File: src/rtl/core/hrk_pkg.sv
`timescale 1ns / 1ps

package hrk_pkg;

    localparam int MATRIX_ROWS  = 11;
    localparam int MATRIX_COLS  = 8;
    localparam int REPORT_SLOTS = 6;

    localparam int MAX_SLOTS = 6;
    localparam int ROW_W     = (MATRIX_ROWS > 1) ? $clog2(MATRIX_ROWS) : 1;
    localparam int COL_W     = (MATRIX_COLS > 1) ? $clog2(MATRIX_COLS) : 1;
    localparam int SLOT_W    = (REPORT_SLOTS > 1) ? $clog2(REPORT_SLOTS) : 1;

    localparam logic [SLOT_W-1:0] LAST_SLOT = SLOT_W'(REPORT_SLOTS - 1);

    localparam logic [7:0] MOD_CODE_BASE = 8'hE0;

    localparam logic REQ_REPORT = 1'b0;
    localparam logic REQ_SCAN   = 1'b1;

    typedef logic [7:0]             t_code;
    typedef logic [MATRIX_COLS-1:0] t_row;

    typedef struct packed {
        logic                      req_type;
        logic [7:0]                modifier_bits;
        t_code [MAX_SLOTS-1:0]     keycodes;
        logic [3:0]                row_pins;
        logic                      dir_read;
    } t_req;

    typedef enum logic [2:0] {
        OP_NONE,
        OP_LOAD,
        OP_SCAN,
        OP_MOD,
        OP_CLEAR,
        OP_PRESS,
        OP_RELEASE,
        OP_COMMIT
    } t_op;

    typedef struct packed {
        t_op               op;
        logic [SLOT_W-1:0] slot;
    } t_cmd;

    typedef struct packed {
        logic keys_empty;
        logic out_free;
    } t_status;

    typedef enum logic [2:0] {
        ST_IDLE,
        ST_MOD,
        ST_CLEAR,
        ST_PRESS,
        ST_RELEASE,
        ST_COMMIT
    } t_state;

    typedef struct packed {
        logic       hit;
        logic [3:0] row;
        logic [2:0] col;
    } t_cell;

    // Maps a HID usage code to its matrix cell.
    function automatic t_cell usage_lookup(input t_code code);
        logic [6:0] rc;
        logic       hit;
        t_cell      loc;
        hit = 1'b1;
        rc  = 7'd0;
        unique case (code)
            8'h27: rc = {4'd0, 3'd0};
            8'h1E: rc = {4'd0, 3'd1};
            8'h1F: rc = {4'd0, 3'd2};
            8'h20: rc = {4'd0, 3'd3};
            8'h21: rc = {4'd0, 3'd4};
            8'h22: rc = {4'd0, 3'd5};
            8'h23: rc = {4'd0, 3'd6};
            8'h24: rc = {4'd0, 3'd7};
            8'h25: rc = {4'd1, 3'd0};
            8'h26: rc = {4'd1, 3'd1};
            8'h2D: rc = {4'd1, 3'd2};
            8'h2E: rc = {4'd1, 3'd3};
            8'h31: rc = {4'd1, 3'd4};
            8'h2F: rc = {4'd1, 3'd5};
            8'h30: rc = {4'd1, 3'd6};
            8'h33: rc = {4'd1, 3'd7};
            8'h34: rc = {4'd2, 3'd0};
            8'h04: rc = {4'd2, 3'd1};
            8'h05: rc = {4'd2, 3'd2};
            8'h06: rc = {4'd2, 3'd3};
            8'h07: rc = {4'd2, 3'd4};
            8'h08: rc = {4'd2, 3'd5};
            8'h09: rc = {4'd2, 3'd6};
            8'h0A: rc = {4'd2, 3'd7};
            8'h0B: rc = {4'd3, 3'd0};
            8'h0C: rc = {4'd3, 3'd1};
            8'h0D: rc = {4'd3, 3'd2};
            8'h0E: rc = {4'd3, 3'd3};
            8'h0F: rc = {4'd3, 3'd4};
            8'h10: rc = {4'd3, 3'd5};
            8'h11: rc = {4'd3, 3'd6};
            8'h12: rc = {4'd3, 3'd7};
            8'h13: rc = {4'd4, 3'd0};
            8'h14: rc = {4'd4, 3'd1};
            8'h15: rc = {4'd4, 3'd2};
            8'h16: rc = {4'd4, 3'd3};
            8'h17: rc = {4'd4, 3'd4};
            8'h18: rc = {4'd4, 3'd5};
            8'h19: rc = {4'd4, 3'd6};
            8'h1A: rc = {4'd4, 3'd7};
            8'h1B: rc = {4'd5, 3'd0};
            8'h1C: rc = {4'd5, 3'd1};
            8'h1D: rc = {4'd5, 3'd2};
            8'hE1: rc = {4'd5, 3'd3};
            8'hE0: rc = {4'd5, 3'd4};
            8'h35: rc = {4'd5, 3'd5};
            8'h36: rc = {4'd5, 3'd6};
            8'h37: rc = {4'd5, 3'd7};
            8'h38: rc = {4'd6, 3'd0};
            8'hE5: rc = {4'd6, 3'd1};
            8'h52: rc = {4'd6, 3'd2};
            8'h4F: rc = {4'd6, 3'd3};
            8'h51: rc = {4'd6, 3'd4};
            8'h50: rc = {4'd6, 3'd5};
            8'h4C: rc = {4'd6, 3'd6};
            8'h49: rc = {4'd6, 3'd7};
            8'h4A: rc = {4'd7, 3'd0};
            8'h4B: rc = {4'd7, 3'd1};
            8'h4E: rc = {4'd7, 3'd2};
            8'h3A: rc = {4'd7, 3'd3};
            8'h3B: rc = {4'd7, 3'd4};
            8'h3C: rc = {4'd7, 3'd5};
            8'h3D: rc = {4'd7, 3'd6};
            8'h3E: rc = {4'd7, 3'd7};
            8'h29: rc = {4'd8, 3'd0};
            8'h2B: rc = {4'd8, 3'd1};
            8'h4D: rc = {4'd8, 3'd2};
            8'h2A: rc = {4'd8, 3'd3};
            8'h28: rc = {4'd8, 3'd4};
            8'h2C: rc = {4'd8, 3'd5};
            8'hE2: rc = {4'd8, 3'd6};
            8'h39: rc = {4'd8, 3'd7};
            8'h59: rc = {4'd9, 3'd0};
            8'h5A: rc = {4'd9, 3'd1};
            8'h5B: rc = {4'd9, 3'd2};
            8'h5C: rc = {4'd9, 3'd3};
            8'h5D: rc = {4'd9, 3'd4};
            8'h5E: rc = {4'd9, 3'd5};
            8'h5F: rc = {4'd9, 3'd6};
            8'h60: rc = {4'd9, 3'd7};
            8'h61: rc = {4'd10, 3'd0};
            8'h62: rc = {4'd10, 3'd1};
            8'h56: rc = {4'd10, 3'd2};
            8'h57: rc = {4'd10, 3'd3};
            8'h55: rc = {4'd10, 3'd4};
            8'h54: rc = {4'd10, 3'd5};
            8'h63: rc = {4'd10, 3'd6};
            8'h58: rc = {4'd10, 3'd7};
            default: hit = 1'b0;
        endcase
        loc.hit = hit;
        loc.row = rc[6:3];
        loc.col = rc[2:0];
        return loc;
    endfunction

    // A cell that falls outside the matrix is ignored.
    function automatic logic cell_usable(input t_cell loc);
        return loc.hit && ({1'b0, loc.row} < 5'(MATRIX_ROWS))
            && ({1'b0, loc.col} < 4'(MATRIX_COLS));
    endfunction

endpackage

File: src/rtl/core/hrk_if.sv
`timescale 1ns / 1ps

interface hrk_req_if;
    logic       valid;
    logic       ready;
    logic       req_type;
    logic [7:0] modifier_bits;
    logic [7:0] keycode_0;
    logic [7:0] keycode_1;
    logic [7:0] keycode_2;
    logic [7:0] keycode_3;
    logic [7:0] keycode_4;
    logic [7:0] keycode_5;
    logic [3:0] row_pins;
    logic       dir_read;

    modport source (
        output valid, req_type, modifier_bits, keycode_0, keycode_1, keycode_2,
               keycode_3, keycode_4, keycode_5, row_pins, dir_read,
        input  ready
    );

    modport sink (
        input  valid, req_type, modifier_bits, keycode_0, keycode_1, keycode_2,
               keycode_3, keycode_4, keycode_5, row_pins, dir_read,
        output ready
    );
endinterface

interface hrk_rsp_if;
    logic       valid;
    logic       ready;
    logic [7:0] column_levels;
    logic       drive_enable;

    modport source (
        output valid, column_levels, drive_enable,
        input  ready
    );

    modport sink (
        input  valid, column_levels, drive_enable,
        output ready
    );
endinterface

File: src/rtl/core/hrk_ctrl.sv
`timescale 1ns / 1ps

module hrk_ctrl (
    input  logic             i_clk,
    input  logic             i_rst_n,
    input  logic             i_in_valid,
    input  logic             i_in_req_type,
    input  hrk_pkg::t_status i_status,
    output logic             o_in_ready,
    output hrk_pkg::t_cmd    o_cmd
);
    import hrk_pkg::*;

    t_state            r_state;
    t_state            n_state;
    logic [SLOT_W-1:0] r_slot;
    logic [SLOT_W-1:0] n_slot;

    always_ff @(posedge i_clk) begin
        if (!i_rst_n) begin
            r_state <= ST_IDLE;
            r_slot  <= '0;
        end else begin
            r_state <= n_state;
            r_slot  <= n_slot;
        end
    end

    always_comb begin
        n_state    = r_state;
        n_slot     = r_slot;
        o_in_ready = 1'b0;
        o_cmd      = '{op: OP_NONE, slot: r_slot};
        unique case (r_state)
            ST_IDLE: begin
                o_in_ready = i_status.out_free;
                if (i_in_valid && i_status.out_free) begin
                    if (i_in_req_type == REQ_SCAN) begin
                        o_cmd.op = OP_SCAN;
                    end else begin
                        o_cmd.op = OP_LOAD;
                        n_state  = ST_MOD;
                    end
                end
            end
            ST_MOD: begin
                o_cmd.op = OP_MOD;
                n_slot   = '0;
                n_state  = i_status.keys_empty ? ST_CLEAR : ST_PRESS;
            end
            ST_CLEAR: begin
                o_cmd.op = OP_CLEAR;
                n_state  = ST_IDLE;
            end
            ST_PRESS: begin
                o_cmd.op = OP_PRESS;
                if (r_slot == LAST_SLOT) begin
                    n_slot  = '0;
                    n_state = ST_RELEASE;
                end else begin
                    n_slot = r_slot + SLOT_W'(1);
                end
            end
            ST_RELEASE: begin
                o_cmd.op = OP_RELEASE;
                if (r_slot == LAST_SLOT) begin
                    n_slot  = '0;
                    n_state = ST_COMMIT;
                end else begin
                    n_slot = r_slot + SLOT_W'(1);
                end
            end
            ST_COMMIT: begin
                o_cmd.op = OP_COMMIT;
                n_state  = ST_IDLE;
            end
            default: begin
                n_state = ST_IDLE;
            end
        endcase
    end

    a_report_starts_update: assert property (@(posedge i_clk) disable iff (!i_rst_n)
        i_in_valid && o_in_ready && (i_in_req_type == REQ_REPORT) |=> r_state == ST_MOD)
        else $error("accepted report did not start the update sequence");

    a_press_to_release: assert property (@(posedge i_clk) disable iff (!i_rst_n)
        (r_state == ST_PRESS) && (r_slot == LAST_SLOT)
            |=> (r_state == ST_RELEASE) && (r_slot == '0))
        else $error("release pass did not follow the last press slot");

    a_slot_range: assert property (@(posedge i_clk) disable iff (!i_rst_n)
        {1'b0, r_slot} < (SLOT_W + 1)'(REPORT_SLOTS))
        else $error("slot counter left the report range");

endmodule

File: src/rtl/core/hrk_dp.sv
`timescale 1ns / 1ps

module hrk_dp (
    input  logic             i_clk,
    input  logic             i_rst_n,
    input  hrk_pkg::t_cmd    i_cmd,
    input  hrk_pkg::t_req    i_req,
    input  logic             i_out_ready,
    output hrk_pkg::t_status o_status,
    output logic             o_out_valid,
    output logic [7:0]       o_column_levels,
    output logic             o_drive_enable
);
    import hrk_pkg::*;

    t_row       r_matrix    [MATRIX_ROWS];
    t_row       n_matrix    [MATRIX_ROWS];
    t_code      r_prev_keys [REPORT_SLOTS];
    t_code      n_prev_keys [REPORT_SLOTS];
    t_code      r_keys      [REPORT_SLOTS];
    logic [7:0] r_mod;
    logic [7:0] r_mod_prev;
    logic [7:0] n_mod_prev;
    logic       r_out_valid;
    logic [7:0] r_levels;
    logic       r_drive;

    t_code      w_key_code;
    t_code      w_prev_code;
    logic       w_key_in_prev;
    logic       w_prev_in_keys;
    t_cell      w_cell;
    logic [3:0] w_scan_row;
    logic [7:0] w_scan_levels;
    logic       w_keys_empty;

    always_comb begin
        w_keys_empty = 1'b1;
        for (int i = 0; i < REPORT_SLOTS; i++) begin
            if (r_keys[i] != '0) begin
                w_keys_empty = 1'b0;
            end
        end
    end

    assign o_status = '{keys_empty: w_keys_empty, out_free: (!r_out_valid || i_out_ready)};

    assign w_key_code  = r_keys[i_cmd.slot];
    assign w_prev_code = r_prev_keys[i_cmd.slot];

    always_comb begin
        w_key_in_prev  = 1'b0;
        w_prev_in_keys = 1'b0;
        for (int j = 0; j < REPORT_SLOTS; j++) begin
            if (r_prev_keys[j] == w_key_code) begin
                w_key_in_prev = 1'b1;
            end
            if (r_keys[j] == w_prev_code) begin
                w_prev_in_keys = 1'b1;
            end
        end
    end

    assign w_cell = usage_lookup((i_cmd.op == OP_PRESS) ? w_key_code : w_prev_code);

    always_comb begin
        t_cell v_mod_cell;
        n_matrix    = r_matrix;
        n_prev_keys = r_prev_keys;
        n_mod_prev  = r_mod_prev;
        v_mod_cell  = '0;
        unique case (i_cmd.op)
            OP_MOD: begin
                if (r_mod != r_mod_prev) begin
                    for (int b = 0; b < 8; b++) begin
                        v_mod_cell = usage_lookup(MOD_CODE_BASE + 8'(b));
                        if (cell_usable(v_mod_cell)) begin
                            n_matrix[v_mod_cell.row[ROW_W-1:0]][v_mod_cell.col[COL_W-1:0]]
                                = r_mod[b];
                        end
                    end
                    n_mod_prev = r_mod;
                end
            end
            OP_CLEAR: begin
                for (int r = 0; r < MATRIX_ROWS; r++) begin
                    n_matrix[r] = '0;
                end
                for (int s = 0; s < REPORT_SLOTS; s++) begin
                    n_prev_keys[s] = '0;
                end
            end
            OP_PRESS: begin
                if ((w_key_code != '0) && !w_key_in_prev && cell_usable(w_cell)) begin
                    n_matrix[w_cell.row[ROW_W-1:0]][w_cell.col[COL_W-1:0]] = 1'b1;
                end
            end
            OP_RELEASE: begin
                if ((w_prev_code != '0) && !w_prev_in_keys && cell_usable(w_cell)) begin
                    n_matrix[w_cell.row[ROW_W-1:0]][w_cell.col[COL_W-1:0]] = 1'b0;
                end
            end
            OP_COMMIT: begin
                n_prev_keys = r_keys;
            end
            default: begin
            end
        endcase
    end

    // Columns beyond the matrix width read as released.
    always_comb begin
        w_scan_row    = ~i_req.row_pins;
        w_scan_levels = '1;
        if (i_req.dir_read && ({1'b0, w_scan_row} < 5'(MATRIX_ROWS))) begin
            w_scan_levels[MATRIX_COLS-1:0] = ~r_matrix[w_scan_row[ROW_W-1:0]];
        end
    end

    always_ff @(posedge i_clk) begin
        if (!i_rst_n) begin
            for (int r = 0; r < MATRIX_ROWS; r++) begin
                r_matrix[r] <= '0;
            end
            for (int s = 0; s < REPORT_SLOTS; s++) begin
                r_prev_keys[s] <= '0;
            end
            r_mod_prev  <= '0;
            r_out_valid <= 1'b0;
        end else begin
            r_matrix    <= n_matrix;
            r_prev_keys <= n_prev_keys;
            r_mod_prev  <= n_mod_prev;
            if (i_cmd.op == OP_SCAN) begin
                r_out_valid <= 1'b1;
            end else if (i_out_ready) begin
                r_out_valid <= 1'b0;
            end
        end
    end

    always_ff @(posedge i_clk) begin
        if (i_cmd.op == OP_LOAD) begin
            r_mod <= i_req.modifier_bits;
            for (int s = 0; s < REPORT_SLOTS; s++) begin
                r_keys[s] <= i_req.keycodes[s];
            end
        end
        if (i_cmd.op == OP_SCAN) begin
            r_levels <= w_scan_levels;
            r_drive  <= i_req.dir_read;
        end
    end

    assign o_out_valid     = r_out_valid;
    assign o_column_levels = r_levels;
    assign o_drive_enable  = r_drive;

    a_valid_from_scan: assert property (@(posedge i_clk) disable iff (!i_rst_n)
        $rose(r_out_valid) |-> $past(i_cmd.op == OP_SCAN))
        else $error("result appeared without a scan transaction");

    a_scan_into_free_slot: assert property (@(posedge i_clk) disable iff (!i_rst_n)
        (i_cmd.op == OP_SCAN) |-> o_status.out_free)
        else $error("scan overwrote a result that was not taken");

    a_released_drive_levels: assert property (@(posedge i_clk) disable iff (!i_rst_n)
        r_out_valid && !r_drive |-> (r_levels == 8'hFF))
        else $error("columns driven low while the direction line was low");

endmodule

File: src/rtl/core/hid_report_to_key_matrix_unit.sv
`timescale 1ns / 1ps
// Scan: the result is registered and valid in the cycle after acceptance; scans
// can be accepted every cycle while the result register is free or being read
// and no report update runs. Report: an update after acceptance (modifiers, six
// press steps, six release steps, commit), or modifiers and clear for an empty
// report; then back in idle. Synchronous active-low reset clears the key matrix,
// the previous key list, the previous modifiers and the result valid flag.

module hid_report_to_key_matrix_unit (
    input  logic      i_clk,
    input  logic      i_rst_n,
    hrk_req_if.sink   i_req,
    hrk_rsp_if.source o_rsp
);
    import hrk_pkg::*;

    t_req    w_req;
    t_cmd    w_cmd;
    t_status w_status;
    logic    w_in_ready;

    always_comb begin
        w_req.req_type      = i_req.req_type;
        w_req.modifier_bits = i_req.modifier_bits;
        w_req.keycodes[0]   = i_req.keycode_0;
        w_req.keycodes[1]   = i_req.keycode_1;
        w_req.keycodes[2]   = i_req.keycode_2;
        w_req.keycodes[3]   = i_req.keycode_3;
        w_req.keycodes[4]   = i_req.keycode_4;
        w_req.keycodes[5]   = i_req.keycode_5;
        w_req.row_pins      = i_req.row_pins;
        w_req.dir_read      = i_req.dir_read;
    end

    assign i_req.ready = w_in_ready;

    hrk_ctrl u_ctrl (
        .i_clk         (i_clk),
        .i_rst_n       (i_rst_n),
        .i_in_valid    (i_req.valid),
        .i_in_req_type (i_req.req_type),
        .i_status      (w_status),
        .o_in_ready    (w_in_ready),
        .o_cmd         (w_cmd)
    );

    hrk_dp u_dp (
        .i_clk           (i_clk),
        .i_rst_n         (i_rst_n),
        .i_cmd           (w_cmd),
        .i_req           (w_req),
        .i_out_ready     (o_rsp.ready),
        .o_status        (w_status),
        .o_out_valid     (o_rsp.valid),
        .o_column_levels (o_rsp.column_levels),
        .o_drive_enable  (o_rsp.drive_enable)
    );

endmodule

File: src/flat_wrapper.sv
// flat-port wrapper written by rule: the top's interface ports become plain ports
module hid_report_to_key_matrix_unit_flat import hrk_pkg::*;
  (i_clk, i_rst_n, i_req_valid, i_req_req_type, i_req_modifier_bits, i_req_keycode_0, i_req_keycode_1, i_req_keycode_2, i_req_keycode_3, i_req_keycode_4, i_req_keycode_5, i_req_row_pins, i_req_dir_read, i_req_ready, o_rsp_valid, o_rsp_column_levels, o_rsp_drive_enable, o_rsp_ready);
  hrk_req_if i_req_i ();
  hrk_rsp_if o_rsp_i ();
  input  logic i_clk;
  input  logic i_rst_n;
  input wire logic [$bits(i_req_i.valid)-1:0] i_req_valid;
  input wire logic [$bits(i_req_i.req_type)-1:0] i_req_req_type;
  input wire logic [$bits(i_req_i.modifier_bits)-1:0] i_req_modifier_bits;
  input wire logic [$bits(i_req_i.keycode_0)-1:0] i_req_keycode_0;
  input wire logic [$bits(i_req_i.keycode_1)-1:0] i_req_keycode_1;
  input wire logic [$bits(i_req_i.keycode_2)-1:0] i_req_keycode_2;
  input wire logic [$bits(i_req_i.keycode_3)-1:0] i_req_keycode_3;
  input wire logic [$bits(i_req_i.keycode_4)-1:0] i_req_keycode_4;
  input wire logic [$bits(i_req_i.keycode_5)-1:0] i_req_keycode_5;
  input wire logic [$bits(i_req_i.row_pins)-1:0] i_req_row_pins;
  input wire logic [$bits(i_req_i.dir_read)-1:0] i_req_dir_read;
  output wire logic [$bits(i_req_i.ready)-1:0] i_req_ready;
  output wire logic [$bits(o_rsp_i.valid)-1:0] o_rsp_valid;
  output wire logic [$bits(o_rsp_i.column_levels)-1:0] o_rsp_column_levels;
  output wire logic [$bits(o_rsp_i.drive_enable)-1:0] o_rsp_drive_enable;
  input wire logic [$bits(o_rsp_i.ready)-1:0] o_rsp_ready;
  assign i_req_i.valid = i_req_valid;
  assign i_req_i.req_type = i_req_req_type;
  assign i_req_i.modifier_bits = i_req_modifier_bits;
  assign i_req_i.keycode_0 = i_req_keycode_0;
  assign i_req_i.keycode_1 = i_req_keycode_1;
  assign i_req_i.keycode_2 = i_req_keycode_2;
  assign i_req_i.keycode_3 = i_req_keycode_3;
  assign i_req_i.keycode_4 = i_req_keycode_4;
  assign i_req_i.keycode_5 = i_req_keycode_5;
  assign i_req_i.row_pins = i_req_row_pins;
  assign i_req_i.dir_read = i_req_dir_read;
  assign i_req_ready = i_req_i.ready;
  assign o_rsp_valid = o_rsp_i.valid;
  assign o_rsp_column_levels = o_rsp_i.column_levels;
  assign o_rsp_drive_enable = o_rsp_i.drive_enable;
  assign o_rsp_i.ready = o_rsp_ready;
  hid_report_to_key_matrix_unit u_core (.i_clk(i_clk), .i_rst_n(i_rst_n), .i_req(i_req_i), .o_rsp(o_rsp_i));
endmodule
File: config.mk
export PLATFORM = sky130hd
export DESIGN_NAME = hid_report_to_key_matrix_unit_flat
export DESIGN_NICKNAME = d
export VERILOG_FILES = /design/src/rtl/core/hrk_pkg.sv /design/src/rtl/core/hrk_if.sv /design/src/rtl/core/hrk_ctrl.sv /design/src/rtl/core/hrk_dp.sv /design/src/rtl/core/hid_report_to_key_matrix_unit.sv /design/src/flat_wrapper.sv
export SDC_FILE = /design/constraint.sdc
export NUM_CORES = 1
export LEC_CHECK = 0
export BUFFER_PORTS_ARGS = -buffer_cell sky130_fd_sc_hd__buf_2
export CAP_MARGIN = 20
export CORE_MARGIN = 3
export CORE_UTILIZATION = 45
export DETAILED_ROUTE_END_ITERATION = 7
export PLACE_DENSITY = 0.61
export SLEW_MARGIN = 0
export SYNTH_ARGS = -nofsm -noshare
export SYNTH_HDL_FRONTEND = slang
export SYNTH_SLANG_ARGS = --single-unit
File: constraint.sdc
create_clock -name i_clk -period 7.7 [get_ports i_clk]
set_input_delay 0.385 -clock i_clk [delete_from_list [all_inputs] [get_ports i_clk]]
set_output_delay 0.385 -clock i_clk [all_outputs]
set_load 0.01 [all_outputs]
After elaboration in Yosys (flattened, before gate mapping)
Index checks and enable logic that the tools add are counted.
Widths: inputs -> output; s select.
- register bits: 216
- input bits: 66
- logic and storage cells: 334
- equal/unequal tests: 121
- mux-type cells: 99
- $lt $le $gt $ge: 28
- bitwise gates (word level): 12
- add/sub/neg operators: 1
- reductions and logical operators: 43
- operators by type and width (cell ; number):
    $mux 88 ; 13
    $pmux 7 s87 ; 1
    $bwmux 88 ; 4
    $pmux 88 s4 ; 1
    $eq 8x6->1 const B ; 30
    $eq 8x7->1 const B ; 26
    $demux 8 s4 ; 5
    $eq 8x5->1 const B ; 16
    $eq 8x8->1 ; 12
    $mux 8 ; 12
    $pmux 48 s2 ; 1
    $and 88x88->88 ; 1
    $not 88->88 ; 1
    $or 88x88->88 ; 1
    $reduce_or 88->1 ; 1
    $eq 8x4->1 const B ; 8
    $reduce_bool 8->1 ; 8
    $mux 7 ; 8
    $bmux 8 s3 ; 2
    $mux 1 ; 36
    $bmux 8 s4 ; 1
    $eq 8x3->1 const B ; 4
    $eq 8x8->1 const B ; 4
    $ge 5x5->1 const B ; 6
    31 further kinds ; 102

Logic depth before layout (Yosys ltp)
- depth in word-level cells: 33
- mapped depth: 19
- depth with buffers taken out: 12

Hierarchy
From an unflattened synthesis, not the netlist that was laid out.
- cells, all modules: 1442
- area total of the unflattened synthesis: 13484.2 um^2
- modules (own cells, without submodules) (module ; sequential area each (um^2) ; instances ; cells an instance ; area each (um^2)):
    hrk_dp ; 4854.7 ; 1 ; 1396 ; 13071.3
    hrk_ctrl ; 120.1 ; 1 ; 46 ; 412.9

Worst setup path after synthesis
Ideal clock, no wire load.
- path type: reg-to-reg
- start point: register u_core.u_ctrl.r_state[1]
- end point: register u_core.u_dp.r_keys[0] (netlist name), enable pin
- setup time: 554 ps
- path slack: 1794 ps
- clock period less this slack: 5906 ps
- cell stages (with the launch flop): 7
- arrival: 5352 ps
- buffers on the path: 2
- cells stage by stage: dfxtp_1 > buf_2 > inv_1 > ha_1 > clkbuf_1 > nand2_1 > a211oi_1
- cells in the longest elaborated chain, start to end: 3
- elaborated cells on any way between the ends: 8
- those cells by class: 6 x eq/ne; 1 x mux; 1 x reduce/logical
- ends and longest elaborated chain (element ; RTL line ; text):
    from (decl) ; hrk_ctrl.sv:14 ; t_state r_state;
    from (signal assigned) ; hrk_ctrl.sv:24 ; r_state <= n_state;
    $eq 3x3->1 (tied with other cells) ; hrk_ctrl.sv:34 ; unique case (r_state)
    $pmux 3 s6 (*) ; hrk_ctrl.sv:34 ;
    $eq 3x1->1 (*) ; hrk_dp.sv:143 ; if (i_cmd.op == OP_LOAD) begin
    to (signal, indexed assignment) ; hrk_dp.sv:146 ; r_keys[s] <= i_req.keycodes[s];
    to (decl) ; hrk_dp.sv:20 ; t_code r_keys [REPORT_SLOTS];
Mark *: on every way between the ends. The rest lies on a longest branch, timed or not.
A chain may end at the register's enable or synchronous reset.

==> results.toml <==
[final_layout]
nets = 1711
area_growth_pct = 14.72
fin_area_um2 = 16300
layout-drive-gt1-share_pct = 18.53
finalNonFillerCells = 2058
antenna_cells = 0

[hold_path]
hold_class = "input port to flip-flop"
hp-start = "i_req_keycode_4[0]"

[placement]
place_area_um2 = 14810
dp.cells = 1957
port_buffers = 76
pre_cts_ws_ns = 1.476
dpl.hpwl_mm = 42.76
gp_congestion = 0.9944

[clocking]
cts_made_buffers = 25
clk_latency_ns = 0.55
htree_num_levels = 1
cts_root_buf = "clkbuf_16"
clkTransAtPathRegs_ns = 0.06
post_cts_buffers = 0
cts_resized = 0
clock-sinks = 216
cts_buffer_depth = 3
cts_hold_buf = 55
cts_tree = "yes"

[drt]
wire_per_inst_um = 29.16
vias = 14208
highest_layer = "met4"
wl_met2_mm = 27.19
ant_nets = 0
dr_wl_met3_mm = 3.989
drcViolationCount = 0
vias_per_cell = 6.904
totalWireLength_mm = 60.00
wl_met1_mm = 23.32
drtPass1Iterations = 6
drt-initial-drc-count = 1668

[run]
cap_violations = 0

[setup_path]
cp_top_family = "simple AND/OR/NAND/NOR gates"
cp_max_fo = 45
end_kind = "flip-flop"
cp_data_arrival_time_ns = 6.85
startpoint_type = "flip-flop"
critPathMostFrequentCell = "buf_4"
worstPathBufferInverterCount = 4
reg2reg_from = "u_core.u_ctrl.r_state[1]"
crit_path_start = "u_core.u_ctrl.r_state[1]"
cp.required_ns = 8.12
crit_chain = "inv_1 -> ha_1 -> a2111o_1 -> nor2_4 -> buf_4 -> buf_4 -> o21ai_2 -> a2111o_1 -> nor4_1 -> and4b_4 -> or2_2 -> buf_4 -> nor4_1 -> o221a_2"
cp_slowest_cell = "a2111o_1"
setup.worst_path.class = "flip-flop to flip-flop"
slowest_delay_ns = 0.58

[timing]
fin_crit_sh_pct = 83.55
max_freq_ghz = 0.1554
final_max_slew_viol_count = 0
rsz0062_at_grt = "no"
relSlewSlack_pct = 25.89
worst-slew-pin-transition_ns = 1.105
fin_skew_ns = 0.03192
hold_viol = 0
whs_ns = 0.02288
fin_ws_ns = 1.267
final-setup-viol-count = 0
final.setup.tns_ns = 0
period_minus_slack_ns = 6.433

[synthesis]
synth_top_area_share_pct = 21.28
yosys-top-cells-area = "dfxtp_1 (21%), edfxtp_1 (14%), xnor2_1 (4.4%)"
synth_enable_flop_cells = 65
syn_avg_cell_area_um2 = 8.980
synthesis.area_um2 = 14210
ys.flop_type = "dfxtp_1"
yosysWarnings = 0
synth_fp_nets = 1650
synthArstFlopShare_pct = 0
synthCells = 1582
synth-seq-area-share_pct = 35.02
yosysMostFrequentCell = "dfxtp_1"
synth_top_area_cell = "dfxtp_1"
synth_cell_types = 103
yosys-top-cells-count = "dfxtp_1 (151), nor2_1 (133), nand2_1 (91), o21ai_0 (80), clkbuf_1 (77)"
ys_ff_latch = 216

[power_and_ir_drop]
leakage_uw = 0.005504
p_per_area_nw_per_um2 = 184.2
peakVddDrop_uv = 191.6

[die]
row_count = 64
core-area_um2 = 30830
io-pin-count = 77
die_area_um2 = 33740
start_util_pct = 46.08
dieWidth_um = 183.7
die_h_um = 183.7

[grt]
grt_usage_pct = 34.77
grt-ovfl-total = 0
grt_max_degree = 67
grt_pass1_wl_mm = 89.49
grt_pass1_vias = 13778
antenna_found_initial = 0

[status]
outcome = "finished clean"
-- routing by layer --
metal	track usage, %	up-vias
li1	-	6256
met1	42.84	6881
met2	56.63	822
met3	3.918	249
met4	25.11	0
met5	0	-
-- path summary, 6_finish.rpt --
path,depth (start not counted),end,slack (ns)
max,14,flip-flop,1.27
min,1,u_core.u_dp.r_keys[8],0.02
max reg2reg,14,flip-flop,1.27
min reg2reg,2,flip-flop,0.46
-- layout make-up --
cell class	count	area, um^2
clock buffers	36	779.5
clock inverters	10	160.2
fillers	2814	14530
inverters	6	25.02
multi-input cells	1217	8576
flip-flops and latches	216	4975
well taps	396	495.5
repair buffers	177	1286
-- power breakdown --
group / internal, uW / switching [uW] / total, uW
clock network: 837 / 497 / 1330
registers: 1220 / 57.7 / 1280
logic: 139 / 250 / 389
-- worst reg2reg max path, cell delays in order (launching register included) --
cell      delay, ns
dfxtp_1        0.51
inv_1          0.18
ha_1           0.48
a2111o_1       0.58
nor2_4         0.54
buf_4          0.50
buf_4          0.57
o21ai_2        0.33
a2111o_1       0.49
nor4_1         0.38
and4b_4        0.37
or2_2          0.55
buf_4          0.44
nor4_1         0.13
o221a_2        0.27
-- metrics by stage --
| stage | power [uW] | util [%] |
|---|---|---|
| after floorplan | 1518 | - |
| after global placement | 1658 | 47.95 |
| after detailed placement | 1659 | 48.03 |
| after CTS | 3008 | 52.86 |
| after global routing | 3090 | 52.86 |
| final | 3003 | 52.86 |
-- kinds of logic after synthesis --
kind of cell,count (synthesis),synth area share (%)
AOI/OAI and AO/OA,483,24.93
xor gates and xnor gates,110,6.914
DFF,216,35.02
adders and majority gates,2,0.1761
muxes,98,8.860
buffers and inverters,149,5.029
and+or+nand+nor,524,19.08
-- placed cells by master, fill, tap and decap left out, types with 12 or more instances in the layout --
master,netlist,layout
dfxtp_1,151,151
nor2_1,133,132
nand2_1,91,90
o21ai_0,80,80
buf_2,37,77
xnor2_1,72,72
a22oi_1,66,66
edfxtp_1,65,65
a21oi_1,55,55
dlygate4sd3_1,0,55
nand3_1,53,53
a31oi_1,53,53
nor4_1,51,49
mux2_2,47,47
buf_4,11,44
nor3_1,44,43
o211ai_1,37,37
xor2_1,37,37
nand4_1,32,32
clkbuf_16,0,27
mux2i_1,26,26
a211oi_1,21,20
or3_1,17,17
mux4_2,16,16
and3_1,15,15
nand2b_1,14,14
nor2b_1,14,14
o22ai_1,14,14
o221a_2,14,14
a222oi_1,13,13
a22o_1,12,12
(Power assumes the default switching activity.)
